**src/sv/wpcd_pkg.sv**
```systemverilog
// Package for the weather packet check and decode block.
// Holds sequencer states, message type and reading kind codes, and widths.
// No dependencies.
`default_nettype none

package wpcd_pkg;

  localparam int unsigned BYTE_W    = 8;
  localparam int unsigned CRC_W     = 16;
  localparam int unsigned CRC_BYTES = 6;
  localparam int unsigned CRC_BITS  = CRC_BYTES * BYTE_W;
  localparam int unsigned CRC_CNT_W = $clog2(CRC_BITS);
  localparam logic [CRC_W-1:0] CRC_POLY = 16'h1021;

  localparam int unsigned RAW_W      = 10;
  localparam int unsigned DIV_W      = 16;
  localparam int unsigned DVS_W      = RAW_W;
  localparam int unsigned DIR_W      = 9;
  localparam int unsigned VAL_W      = 17;
  localparam int unsigned TOTAL_W    = 32;
  localparam int unsigned RAIN_W     = 7;
  localparam int unsigned PROD_W     = 31;
  localparam int unsigned DIR_PROD_W = 26;

  localparam logic [DIR_W-1:0]  HALF_TURN  = 9'd180;
  // floor(b2 * 24 / 17) equals (b2 * 185064) >> 17 for every byte value
  localparam logic [17:0]       DIR_MUL    = 18'd185064;
  localparam logic [20:0]       SOLAR_MUL  = 21'd1757936;
  localparam logic [PROD_W-1:0] SOLAR_DIV  = 31'd100000000;
  localparam logic [DIV_W-1:0]  RATE_FAST  = 16'd57600;
  localparam logic [DIV_W-1:0]  RATE_SLOW  = 16'd3600;

  localparam logic [3:0] MSG_SUPERCAP = 4'h2;
  localparam logic [3:0] MSG_RAINRATE = 4'h5;
  localparam logic [3:0] MSG_SOLAR    = 4'h7;
  localparam logic [3:0] MSG_TEMP     = 4'h8;
  localparam logic [3:0] MSG_GUST     = 4'h9;
  localparam logic [3:0] MSG_HUMIDITY = 4'hA;
  localparam logic [3:0] MSG_RAINCNT  = 4'hE;

  localparam logic [2:0] KIND_NONE     = 3'd0;
  localparam logic [2:0] KIND_SUPERCAP = 3'd1;
  localparam logic [2:0] KIND_RAINRATE = 3'd2;
  localparam logic [2:0] KIND_SOLAR    = 3'd3;
  localparam logic [2:0] KIND_TEMP     = 3'd4;
  localparam logic [2:0] KIND_GUST     = 3'd5;
  localparam logic [2:0] KIND_HUMIDITY = 3'd6;
  localparam logic [2:0] KIND_RAINCNT  = 3'd7;

  typedef enum logic [4:0] {
    S_IDLE  = 5'b00001,
    S_CRC   = 5'b00010,
    S_RATE  = 5'b00100,
    S_SOLAR = 5'b01000,
    S_OUT   = 5'b10000
  } state_e;

endpackage

`default_nettype wire

```
**src/sv/weather_packet_check_decode_unit.sv**
```systemverilog
// Top level of the weather packet check and decode block.
// Bit-serial CRC-16 check, decode sequencer, rain total. Uses wpcd_pkg, wpcd_div.
`default_nettype none

// One packet of eight bytes is taken per transfer on the input channel and
// gives exactly one result transfer. The CRC-16 (0x1021, init 0) is checked
// one bit per cycle over bytes 0..5; the wind direction comes from a
// reciprocal multiply at the end of the check. Rain rate packets with a
// nonzero raw rate then run the radix-2 divider (16 quotient bits), and
// solar packets subtract 100000000 from the scaled reading once per cycle
// while it is at least 100000000. The result is loaded in S_OUT as soon as
// no earlier result still waits under output stall; input stall is high
// from the transfer until the load, so the next packet can be taken in the
// cycle after the load. A finished result waits in the output register
// while the next packet is taken. require_crc_ok (reset 1) is written
// through cfg_we_i/cfg_wdata_i; the user must write it only while the
// block is idle, not enforced by the block. With it set, a failing packet
// gives zeroed decode fields, crc_ok 0, and leaves the rain total untouched.
module weather_packet_check_decode_unit (
  input  wire logic        clk_i,
  input  wire logic        rst_ni,
  input  wire logic        cfg_we_i,
  input  wire logic        cfg_wdata_i,
  input  wire logic        in_valid_i,
  output logic             in_stall_o,
  input  wire logic [7:0]  pkt_byte0_i,
  input  wire logic [7:0]  pkt_byte1_i,
  input  wire logic [7:0]  pkt_byte2_i,
  input  wire logic [7:0]  pkt_byte3_i,
  input  wire logic [7:0]  pkt_byte4_i,
  input  wire logic [7:0]  pkt_byte5_i,
  input  wire logic [7:0]  crc_sent_high_i,
  input  wire logic [7:0]  crc_sent_low_i,
  output logic             out_valid_o,
  input  wire logic        out_stall_i,
  output logic             crc_ok_o,
  output logic [3:0]       message_type_o,
  output logic             battery_low_o,
  output logic [7:0]       wind_speed_mph_o,
  output logic [8:0]       wind_direction_deg_o,
  output logic [2:0]       reading_kind_o,
  output logic signed [16:0] reading_value_o,
  output logic [31:0]      rain_clicks_total_o
);
  import wpcd_pkg::*;

  state_e state_q, state_d;
  logic [CRC_CNT_W-1:0] cnt_q, cnt_d;
  logic                 req_q;
  logic                 out_valid_q, out_valid_d;

  logic [7:0]           b0_q, b1_q, b3_q, b4_q;
  logic [7:0]           dir_byte_q;
  logic [CRC_W-1:0]     sent_q;
  logic [CRC_BITS-1:0]  sh_q, sh_d;
  logic [CRC_W-1:0]     crc_q, crc_d;
  logic [PROD_W-1:0]    prod_q, prod_d;
  logic [DIR_W-1:0]     dir_q, dir_d;
  logic [VAL_W-1:0]     val_q, val_d;

  logic [RAIN_W-1:0]    last_q, last_d;
  logic                 seen_q, seen_d;
  logic [TOTAL_W-1:0]   total_q, total_d;

  logic                 in_xfer, load;
  logic                 fb;
  logic                 div_start, div_done;
  logic [DIV_W-1:0]     div_dividend, quotient;
  logic [DVS_W-1:0]     div_divisor;
  logic [RAW_W-1:0]     rate_raw, raw_in;
  logic [DIR_PROD_W-1:0] dir_prod;
  logic [DIR_W-1:0]     dir_raw;
  logic                 crc_ok, decode_en;
  logic [2:0]           kind;
  logic [VAL_W-1:0]     value;
  logic [RAIN_W-1:0]    cur, fwd;

  assign in_stall_o = (state_q != S_IDLE);
  assign in_xfer    = in_valid_i && !in_stall_o;

  // solar raw reading from the input bytes, scaled at transfer
  assign raw_in     = {pkt_byte3_i, pkt_byte4_i[7:6]};
  assign rate_raw   = {b4_q[5:4], b3_q};

  assign fb = crc_q[CRC_W-1] ^ sh_q[CRC_BITS-1];

  // floor(b2 * 360 / 255) by reciprocal multiply
  assign dir_prod = DIR_PROD_W'(dir_byte_q) * DIR_PROD_W'(DIR_MUL);
  assign dir_raw  = dir_prod[DIR_PROD_W-1 -: DIR_W];

  wpcd_div u_div (
    .clk_i      (clk_i),
    .rst_ni     (rst_ni),
    .start_i    (div_start),
    .dividend_i (div_dividend),
    .divisor_i  (div_divisor),
    .done_o     (div_done),
    .quotient_o (quotient)
  );

  always_comb begin
    state_d      = state_q;
    cnt_d        = cnt_q;
    sh_d         = sh_q;
    crc_d        = crc_q;
    prod_d       = prod_q;
    dir_d        = dir_q;
    val_d        = val_q;
    div_start    = 1'b0;
    div_dividend = b4_q[6] ? RATE_SLOW : RATE_FAST;
    div_divisor  = rate_raw;
    load         = 1'b0;
    case (state_q)
      S_IDLE: begin
        if (in_xfer) begin
          sh_d    = {pkt_byte0_i, pkt_byte1_i, pkt_byte2_i,
                     pkt_byte3_i, pkt_byte4_i, pkt_byte5_i};
          crc_d   = '0;
          cnt_d   = '0;
          prod_d  = PROD_W'(raw_in) * PROD_W'(SOLAR_MUL);
          state_d = S_CRC;
        end
      end
      S_CRC: begin
        crc_d = {crc_q[CRC_W-2:0], 1'b0} ^ (fb ? CRC_POLY : '0);
        sh_d  = {sh_q[CRC_BITS-2:0], 1'b0};
        cnt_d = cnt_q + 1'b1;
        if (cnt_q == CRC_CNT_W'(CRC_BITS - 1)) begin
          dir_d = (dir_raw >= HALF_TURN) ? dir_raw - HALF_TURN : dir_raw + HALF_TURN;
          val_d = '0;
          if (b0_q[7:4] == MSG_SOLAR) begin
            state_d = S_SOLAR;
          end else if ((b0_q[7:4] == MSG_RAINRATE) && (rate_raw != '0)) begin
            div_start = 1'b1;
            state_d   = S_RATE;
          end else begin
            state_d = S_OUT;
          end
        end
      end
      S_RATE: begin
        if (div_done) begin
          val_d   = VAL_W'(quotient);
          state_d = S_OUT;
        end
      end
      S_SOLAR: begin
        if (prod_q >= SOLAR_DIV) begin
          prod_d = prod_q - SOLAR_DIV;
          val_d  = val_q + 1'b1;
        end else begin
          state_d = S_OUT;
        end
      end
      S_OUT: begin
        if (!out_valid_q || !out_stall_i) begin
          load    = 1'b1;
          state_d = S_IDLE;
        end
      end
      default: begin
        state_d = S_IDLE;
      end
    endcase
  end

  assign crc_ok    = (crc_q == sent_q);
  assign decode_en = crc_ok || !req_q;

  always_comb begin
    kind  = KIND_NONE;
    value = '0;
    case (b0_q[7:4])
      MSG_SUPERCAP: begin
        kind  = KIND_SUPERCAP;
        value = VAL_W'({b3_q, b4_q[7:6]});
      end
      MSG_RAINRATE: begin
        kind  = KIND_RAINRATE;
        value = (rate_raw == '0) ? '0 : val_q;
      end
      MSG_SOLAR: begin
        kind  = KIND_SOLAR;
        value = val_q;
      end
      MSG_TEMP: begin
        kind  = KIND_TEMP;
        value = {b3_q[7], b3_q, b4_q};
      end
      MSG_GUST: begin
        kind  = KIND_GUST;
        value = VAL_W'(b3_q);
      end
      MSG_HUMIDITY: begin
        kind  = KIND_HUMIDITY;
        value = VAL_W'({b4_q[7:4], b3_q});
      end
      MSG_RAINCNT: begin
        kind  = KIND_RAINCNT;
        value = VAL_W'(b3_q[6:0]);
      end
      default: begin
        kind  = KIND_NONE;
        value = '0;
      end
    endcase
  end

  assign cur = b3_q[RAIN_W-1:0];
  assign fwd = cur - last_q;

  always_comb begin
    last_d  = last_q;
    seen_d  = seen_q;
    total_d = total_q;
    if (load && decode_en && (b0_q[7:4] == MSG_RAINCNT)) begin
      if (seen_q && !fwd[RAIN_W-1]) begin
        total_d = total_q + TOTAL_W'(fwd);
      end
      last_d = cur;
      seen_d = 1'b1;
    end
  end

  assign out_valid_d = load ? 1'b1 : (out_valid_q && out_stall_i);

  always_ff @(posedge clk_i or negedge rst_ni) begin
    if (!rst_ni) begin
      state_q     <= S_IDLE;
      cnt_q       <= '0;
      req_q       <= 1'b1;
      out_valid_q <= 1'b0;
      last_q      <= '0;
      seen_q      <= 1'b0;
      total_q     <= '0;
    end else begin
      state_q     <= state_d;
      cnt_q       <= cnt_d;
      out_valid_q <= out_valid_d;
      last_q      <= last_d;
      seen_q      <= seen_d;
      total_q     <= total_d;
      if (cfg_we_i) begin
        req_q <= cfg_wdata_i;
      end
    end
  end

  always_ff @(posedge clk_i) begin
    sh_q   <= sh_d;
    crc_q  <= crc_d;
    prod_q <= prod_d;
    dir_q  <= dir_d;
    val_q  <= val_d;
    if (in_xfer) begin
      b0_q       <= pkt_byte0_i;
      b1_q       <= pkt_byte1_i;
      dir_byte_q <= pkt_byte2_i;
      b3_q       <= pkt_byte3_i;
      b4_q       <= pkt_byte4_i;
      sent_q     <= {crc_sent_high_i, crc_sent_low_i};
    end
    if (load) begin
      crc_ok_o             <= crc_ok;
      message_type_o       <= decode_en ? b0_q[7:4] : '0;
      battery_low_o        <= decode_en ? b0_q[3] : 1'b0;
      wind_speed_mph_o     <= decode_en ? b1_q : '0;
      wind_direction_deg_o <= decode_en ? dir_q : '0;
      reading_kind_o       <= decode_en ? kind : KIND_NONE;
      reading_value_o      <= decode_en ? value : '0;
      rain_clicks_total_o  <= total_d;
    end
  end

  assign out_valid_o = out_valid_q;

endmodule

`default_nettype wire

```
**src/sv/wpcd_div.sv**
```systemverilog
// Radix-2 restoring divider, one quotient bit per cycle.
// Used for the rain rate decode. Uses wpcd_pkg.
`default_nettype none

module wpcd_div (
  input  wire logic                       clk_i,
  input  wire logic                       rst_ni,
  input  wire logic                       start_i,
  input  wire logic [wpcd_pkg::DIV_W-1:0] dividend_i,
  input  wire logic [wpcd_pkg::DVS_W-1:0] divisor_i,
  output logic                            done_o,
  output logic [wpcd_pkg::DIV_W-1:0]      quotient_o
);
  import wpcd_pkg::*;

  localparam int unsigned CNT_W = $clog2(DIV_W);

  logic                busy_q, busy_d;
  logic                done_q, done_d;
  logic [CNT_W-1:0]    cnt_q, cnt_d;
  logic [DIV_W-1:0]    quo_q, quo_d;
  logic [DVS_W-1:0]    rem_q, rem_d;
  logic [DVS_W-1:0]    dvs_q, dvs_d;
  logic [DVS_W:0]      trial;
  logic                ge;

  assign trial = {rem_q, quo_q[DIV_W-1]};
  assign ge    = trial >= {1'b0, dvs_q};

  always_comb begin
    busy_d = busy_q;
    done_d = 1'b0;
    cnt_d  = cnt_q;
    quo_d  = quo_q;
    rem_d  = rem_q;
    dvs_d  = dvs_q;
    if (start_i) begin
      busy_d = 1'b1;
      cnt_d  = CNT_W'(DIV_W - 1);
      quo_d  = dividend_i;
      rem_d  = '0;
      dvs_d  = divisor_i;
    end else if (busy_q) begin
      quo_d = {quo_q[DIV_W-2:0], ge};
      rem_d = ge ? DVS_W'(trial - {1'b0, dvs_q}) : trial[DVS_W-1:0];
      cnt_d = cnt_q - 1'b1;
      if (cnt_q == '0) begin
        busy_d = 1'b0;
        done_d = 1'b1;
      end
    end
  end

  always_ff @(posedge clk_i or negedge rst_ni) begin
    if (!rst_ni) begin
      busy_q <= 1'b0;
      done_q <= 1'b0;
      cnt_q  <= '0;
    end else begin
      busy_q <= busy_d;
      done_q <= done_d;
      cnt_q  <= cnt_d;
    end
  end

  always_ff @(posedge clk_i) begin
    quo_q <= quo_d;
    rem_q <= rem_d;
    dvs_q <= dvs_d;
  end

  assign done_o     = done_q;
  assign quotient_o = quo_q;

endmodule

`default_nettype wire
```
**config.mk**
```make
export PLATFORM = sky130hd
export DESIGN_NAME = weather_packet_check_decode_unit
export DESIGN_NICKNAME = d
export VERILOG_FILES = /design/src/sv/wpcd_pkg.sv /design/src/sv/weather_packet_check_decode_unit.sv /design/src/sv/wpcd_div.sv
export SDC_FILE = /design/constraint.sdc
export NUM_CORES = 1
export LEC_CHECK = 0
export BUFFER_PORTS_ARGS = -buffer_cell sky130_fd_sc_hd__buf_2
export CELL_PAD_IN_SITES_DETAIL_PLACEMENT = 0
export CELL_PAD_IN_SITES_GLOBAL_PLACEMENT = 1
export CORE_UTILIZATION = 35
export DETAILED_ROUTE_END_ITERATION = 10
export GPL_ROUTABILITY_DRIVEN = 0
export GPL_TIMING_DRIVEN = 0
export PLACE_DENSITY = 0.67
export SLEW_MARGIN = 20
export SYNTH_ARGS = -nofsm -noshare
export SYNTH_HDL_FRONTEND = slang
export SYNTH_SLANG_ARGS = --single-unit
```
**constraint.sdc**
```tcl
create_clock -name clk_i -period 7.9 [get_ports clk_i]
set_clock_uncertainty 0.05 [all_clocks]
set_input_delay 0.79 -clock clk_i [delete_from_list [all_inputs] [get_ports clk_i]]
set_output_delay 0.79 -clock clk_i [all_outputs]
set_load 0.05 [all_outputs]
```
==> results of run 1 <==
-- logic make-up (layout without fill, tap and decap cells) --
logic type	count (synthesis)	after routing	share of synthesized area, %
compound gates	271	271	8.490
xor+xnor	132	132	5.681
other cells	0	1	0
fa+ha+maj	256	256	18.91
buf+inv	255	482	4.703
mux	25	25	1.316
simple gates	556	556	12.66
flops	340	340	48.24
-- area by class of cell --
cell class	instances	area share, %
antenna	1	0.01061
buffer	44	0.7002
clock buffer	48	4.414
clock inverter	25	1.231
inverter	211	3.369
multi-input combinational	1240	40.76
sequential	340	41.62
tap	765	4.058
timing repair buffer	154	3.835
-- power groups by stage --
stage	registers, W	clock network, W	logic, W
2_1_floorplan	0.00291	0	0.00412
5_1_grt	0.00288	0.00198	0.00618
3_5_place_dp	0.00287	0	0.00546
4_1_cts	0.00284	0.00191	0.00552
3_3_place_gp	0.00290	0	0.00533
6_report	0.00284	0.00185	0.00546
-- critical path: stages --
cell and delay, ns:
buf_2 0.24, inv_1 0.18, ha_1 0.38, fa_1 0.50, fa_1 0.51, inv_1 0.05, fa_1 0.49, inv_1 0.05
fa_1 0.49, inv_1 0.04, ha_1 0.36, a21o_1 0.20, a21o_1 0.19, or4_1 0.38, or3_1 0.38, a41o_1 0.29
o21ai_0 0.23, nor2b_1 0.26, o31ai_1 0.13, xnor2_1 0.26, a21oi_1 0.10
-- cells in the mapped netlist (7+ instances only) --
cell / number
dfxtp_1: 10
xnor2_1: 67
inv_1: 211
mux2i_1: 11
dfrtp_1: 57
nor4_1: 9
o21ai_0: 81
nor2_1: 91
and3_1: 13
o22ai_1: 7
ha_1: 170
nand4_1: 18
o21bai_1: 7
a21o_1: 27
edfxtp_1: 271
a222oi_1: 9
clkbuf_1: 41
nand2_1: 266
mux2_2: 14
nor2b_1: 13
nand3_1: 28
xor2_1: 65
or3_1: 8
a21boi_0: 7
nor3_1: 21
fa_1: 86
o21a_1: 8
nand2b_1: 16
a21oi_1: 68
and2_1: 49
a31oi_1: 8
-- flip-flops by register name, indices dropped and copies added (netlist names), 10 cells and up --
signal	count
rain_clicks_total_o	32
u_div.quotient_o	16
crc_q	16
prod_q	27
total_q	32
sh_q	48
val_q	17
u_div.rem_q	10
reading_value_o	17
sent_q	16
u_div.dvs_q	10
-- per-layer routing --
layer  GRT usage, %  routed length, um  part of all wire (%)  vias up
li1               -                  -                     -     6726
met1          21.81              21960                    47     6696
met2          26.68              22360                    47      261
met3          2.300               1865                   4.0       64
met4          4.458               1000                   2.1        0
met5              0                  0                     0        -
-- how the worst min path moves through the flow --
stage / from / endpoint / slack [ns] / cells past startpoint
final: crc_sent_low_i[2] / sent_q[2]$_DFFE_PP_ / 0.36 / 1
after global routing: crc_sent_low_i[3] / sent_q[3]$_DFFE_PP_ / 0.32 / 1
after CTS: crc_sent_low_i[2] / sent_q[2]$_DFFE_PP_ / 0.31 / 1
after detailed placement: u_div.done_o$_DFF_PN0_ / state_q[2]$_DFFE_PN0P_ / 0.40 / 1
after global placement: seen_q$_DFFE_PN0P_ / seen_q$_DFFE_PN0P_ / 0.40 / 1
after floorplan: u_div.done_o$_DFF_PN0_ / state_q[2]$_DFFE_PN0P_ / 0.37 / 1
-- per-stage QoR --
| step | total power, W | area [sq um] | hold WS, ns |
|---|---|---|---|
| 2_1_floorplan | 0.007023 | 20350 | 0.3721 |
| 3_3_place_gp | 0.008231 | 22040 | 0.4008 |
| 3_5_place_dp | 0.008334 | 22240 | 0.4011 |
| 4_1_cts | 0.01027 | 23580 | 0.3144 |
| 5_1_grt | 0.01103 | 23590 | 0.3217 |
| 6_report | 0.01014 | 23590 | 0.3551 |
==> flow_summary.yaml, run 1 <==
detailed_routing:
  via_count: 13747
  dr.pass1.iters: 5
  wl_per_cell_um: 16.68
  drtIter0Drc: 973
  wl_um: 47190
  drc: 0
  viasPerCell: 4.861
  drtAntennaViolNets: 0
global_routing:
  grt_util_all_layers_pct: 16.07
  grt_overflow: 0
  grt_pass1_vias: 13792
  grt_pass1_wl_um: 75090
  grt_max_degree: 48
  grt_antenna_before_repair: 1
final_layout:
  multi_input_area_sq_mm: 0.009614
  regArea_sq_mm: 0.009817
  final_cell_mix: "edfxtp_1 (271), nand2_1 (265), inv_1 (210)"
  final_common_cell: "edfxtp_1"
  fin_util_pct: 40.96
  finalNonFillerCells: 2828
  fin_nets: 2357
  n_fill_cell: 5596
  syn_to_final_growth_pct: 15.89
  drive_gt1_share_pct: 11.88
synth:
  ys_seq_elements: 340
  netlist.top_cell.by_area: "edfxtp_1"
  syn-num-nets: 2161
  synthTopCellsByArea: "edfxtp_1 (40%), ha_1 (10%), fa_1 (8.5%)"
  syn_area_sq_mm: 0.02035
  synthCells: 1835
  synthDistinctLibCells: 70
  async_flop_share_pct: 17.35
  synth.avg_cell_area_sq_um: 11.09
  ys.flop_type: "edfxtp_1"
  synth_edf_count: 271
  ys_warn_count: 0
  ys_seq_area_share_pct: 48.24
  synth_top_area_share_pct: 39.99
die:
  die_h_um: 243.1
  core-area_sq_mm: 0.05759
  die_area_sq_mm: 0.05912
  start_util_pct: 35.34
  fp.dieW_um: 243.1
  num_io_pins: 147
  rows: 88
sta:
  finalCritPeriodShare_pct: 79.52
  rsz0062_at_grt: "no"
  fmax_mhz: 159.2
  finalWorstPathRequiredPeriod_ns: 6.282
  setup_tns_ns: 0
  slew_headroom_pct: 29.73
  drv_slew: 0
  hold_violations: 0
  setup_violations: 0
  fin_ws_ns: 1.618
  worst_pin_slew_ns: 1.052
pwr:
  clkPwrFrac_pct: 18.2
  p_int_w: 0.005932
  p_switching_w: 0.004211
  p_per_area_mw_per_mm2: 430.0
  p_sw_share_pct: 41.51
  seqPwrFrac_pct: 28.0
  ir_worst_vdd_mv: 0.2606
  combinationalPowerShare_pct: 53.8
  p_leak_nw: 10.30
setup_path:
  rr_worst_depth: 19
  worstPathRequired_ns: 8.14
  path_class: "primary input to flop"
  worstPathArrival_ns: 6.52
  r2r-end: "dir_q[5]$_DFFE_PP_"
  crit_path_end_kind: "flop"
  reg2reg_from: "dir_byte_q[6]$_DFFE_PP_"
  setup.worst_path.end: "prod_q[30]$_DFFE_PP_"
  cp-startpoint: "pkt_byte3_i[6]"
  reg2reg_slack_ns: 1.73
  start_kind: "primary input"
  path_max_fanout: 8
clock_network:
  post_cts_buffers: 0
  cts_max_level: 2
  cts_tree: "done"
  cts_buffers: 40
  ctsRootBufferMaster: "clkbuf_16"
  clock_latency_ns: 0.58
  post_cts_resized: 0
  cts_hold_buf: 1
  clk_pin_slew_worst_paths_ns: 0.06
  clkSinkCount: 340
  max-clock-path-buffers: 3
placement:
  dp_hpwl_um: 36950
  preCtsSetupSlack_ns: 1.050
  dpl.cell_count: 2753
  numPortBuffers: 146
hold_path:
  hold_path.class: "primary input to flop"
status:
  status: "complete, no violations"
job:
  maxCapViolCount: 0
Note: power is estimated with default switching activity, not from simulation.
==> run 2, diff against run 1 <==
clock period = 5.9 ns   (was 7.9 ns; I/O delays follow)
==> run 2 against run 1 <==
Global-route usage down 0.068 points. Sequential power up 34%. Highest routed layer unchanged. Wire length up 0.11%. Non-clock buffer count up 12. Critical endpoint is now dir_q[5]$_DFFE_PP_.
==> flow_summary.yaml, run 2 (same netlist as run 1, synthesis figures left out) <==
status:
  status: "complete, no violations"
final_layout:
  final_cell_mix: "edfxtp_1 (271), nand2_1 (265), inv_1 (208)"
  top_register: "sh_q"
  n_fill_cell: 5574
  top_regs: "sh_q x48, rain_clicks_total_o x32, total_q x32"
  fin_util_pct: 41.60
  drive_gt1_share_pct: 13.64
  syn_to_final_growth_pct: 17.70
  fin_nets: 2369
  largest_register_ffs: 48
  final_common_cell: "edfxtp_1"
die:
  die_area_sq_mm: 0.05912
  core-area_sq_mm: 0.05759
  fp.dieW_um: 243.1
  num_io_pins: 147
  die_h_um: 243.1
  rows: 88
  start_util_pct: 35.34
pwr:
  combinationalPowerShare_pct: 54.3
  p_per_area_mw_per_mm2: 594.7
  p_leak_nw: 10.46
  ir_worst_vdd_mv: 0.4308
  p_int_w: 0.008474
  p_switching_w: 0.005771
  p_sw_share_pct: 40.51
  seqPwrFrac_pct: 26.7
  clkPwrFrac_pct: 19.1
detailed_routing:
  via_count: 13743
  drtIter0Drc: 972
  viasPerCell: 4.837
  wl_um: 47240
  dr.pass1.iters: 7
  drc: 0
  wl_per_cell_um: 16.63
  drtAntennaViolNets: 0
clock_network:
  cts_max_level: 2
  clock_latency_ns: 0.57
  ctsRootBufferMaster: "clkbuf_16"
  clkSinkCount: 340
  cts_buffers: 40
  max-clock-path-buffers: 3
  clk_pin_slew_worst_paths_ns: 0.06
  cts_tree: "done"
setup_path:
  start_kind: "flop"
  cp-startpoint: "dir_byte_q[6]$_DFFE_PP_"
  reg2reg_slack_ns: 0.19
  path_max_fanout: 5
  path_class: "flop to flop"
  worstPathArrival_ns: 5.94
  worstPathRequired_ns: 6.14
  crit_path_end_kind: "flop"
  reg2reg_from: "dir_byte_q[6]$_DFFE_PP_"
global_routing:
  grt_util_all_layers_pct: 16.00
  grt_overflow: 0
  grt_pass1_wl_um: 74470
  grt_antenna_before_repair: 1
  grt_pass1_vias: 13613
  grt_max_degree: 48
placement:
  numPortBuffers: 146
  dp_hpwl_um: 36670
hold_path:
  hold_path.class: "primary input to flop"
  hold_start: "pkt_byte4_i[0]"
sta:
  finalCritPeriodShare_pct: 96.71
  fmax_mhz: 175.3
  slew_headroom_pct: 29.57
  setup_violations: 0
  setup_tns_ns: 0
  hold_violations: 0
  drv_slew: 0
  worst_pin_slew_ns: 1.054
  hold_ws_ns: 0.1615
  finalWorstPathRequiredPeriod_ns: 5.706
job:
  maxCapViolCount: 0
-- run 2: cell types whose count changed in the layout (fill, tap and decap cells not counted), sizes merged --
cell,previous run,this run
clkbuf,89,100
bufinv,4,8
clkinvlp,1,0
buf,156,167
clkinv,18,7
inv,213,212
-- run 2: metal layers --
metal	track usage [%]	vias up	share of wire, %
li1	-	6747	-
met1	22.08	6666	47
met2	26.03	265	47
met3	2.333	65	3.7
met4	4.606	0	2.4
met5	0	-	0
-- run 2: repair_timing --
item / CTS / global route
gates resized for setup: 4 / 23
endpoints found under the hold margin: 11 / 0
pin swaps: 3 / 14
hold buffers: 1 / 0
setup endpoints to repair: 5 / 8
buffers inserted: 8 / 4
-- run 2: through the flow --
step           std cells  total power (W)  worst slack (ns)  cell area (sq um)
2_1_floorplan       1835         0.009400           0.06585              20360
3_3_place_gp        2746          0.01102           -0.7205              22040
3_5_place_dp        2753          0.01114           -0.7212              22250
4_1_cts             2836          0.01408           0.01441              23800
5_1_grt             2841          0.01548          -0.07444              23950
6_report            2841          0.01425            0.1942              23950
-- run 2: path summary, 6_finish.rpt --
path	to	cells after the start
setup / recovery	dir_q[5]$_DFFE_PP_	20
hold / removal	b4_q[0]$_DFFE_PP_	1
setup reg to reg	dir_q[5]$_DFFE_PP_	20
hold reg to reg	total_q[31]$_DFF_PN0_	1
max in group asynchronous	req_q$_DFFE_PN1P_	3
min in group asynchronous	u_div.done_o$_DFF_PN0_	2
-- run 2: area by class of cell --
cell class                      instances  area [sq um]  area share [%]
Tap cell                              765         957.2           3.996
Clock buffer                           58          1149           4.795
Inverter                              211         794.5           3.317
Sequential cell                       340          9817           40.98
Timing Repair Buffer                  166          1011           4.220
Multi-Input combinational cell       1240          9738           40.65
Clock inverter                         16         320.3           1.337
Buffer                                 44         165.2          0.6895
Antenna cell                            1         2.502         0.01045
-- run 2: power by group through the flow --
stage                     registers, W  clock network [W]  logic [W]
after floorplan                0.00389                  0    0.00551
after global placement         0.00388                  0    0.00714
after global routing           0.00386            0.00287    0.00875
final                          0.00380            0.00271    0.00773
after CTS                      0.00380            0.00279    0.00749
after detailed placement       0.00385                  0    0.00730
-- run 2: critical path: stages (launching register included) --
cell,delay (ns)
edfxtp_1,0.49
fa_1,0.56
fa_1,0.53
inv_1,0.06
fa_1,0.51
inv_1,0.04
ha_1,0.30
ha_1,0.32
a211o_1,0.33
a2111oi_4,0.22
a32oi_2,0.21
a311oi_2,0.33
nor3_2,0.11
inv_1,0.10
ha_2,0.18
inv_1,0.04
or4b_4,0.54
o211ai_2,0.11
a21oi_2,0.11
mux2i_1,0.16
xor2_1,0.15
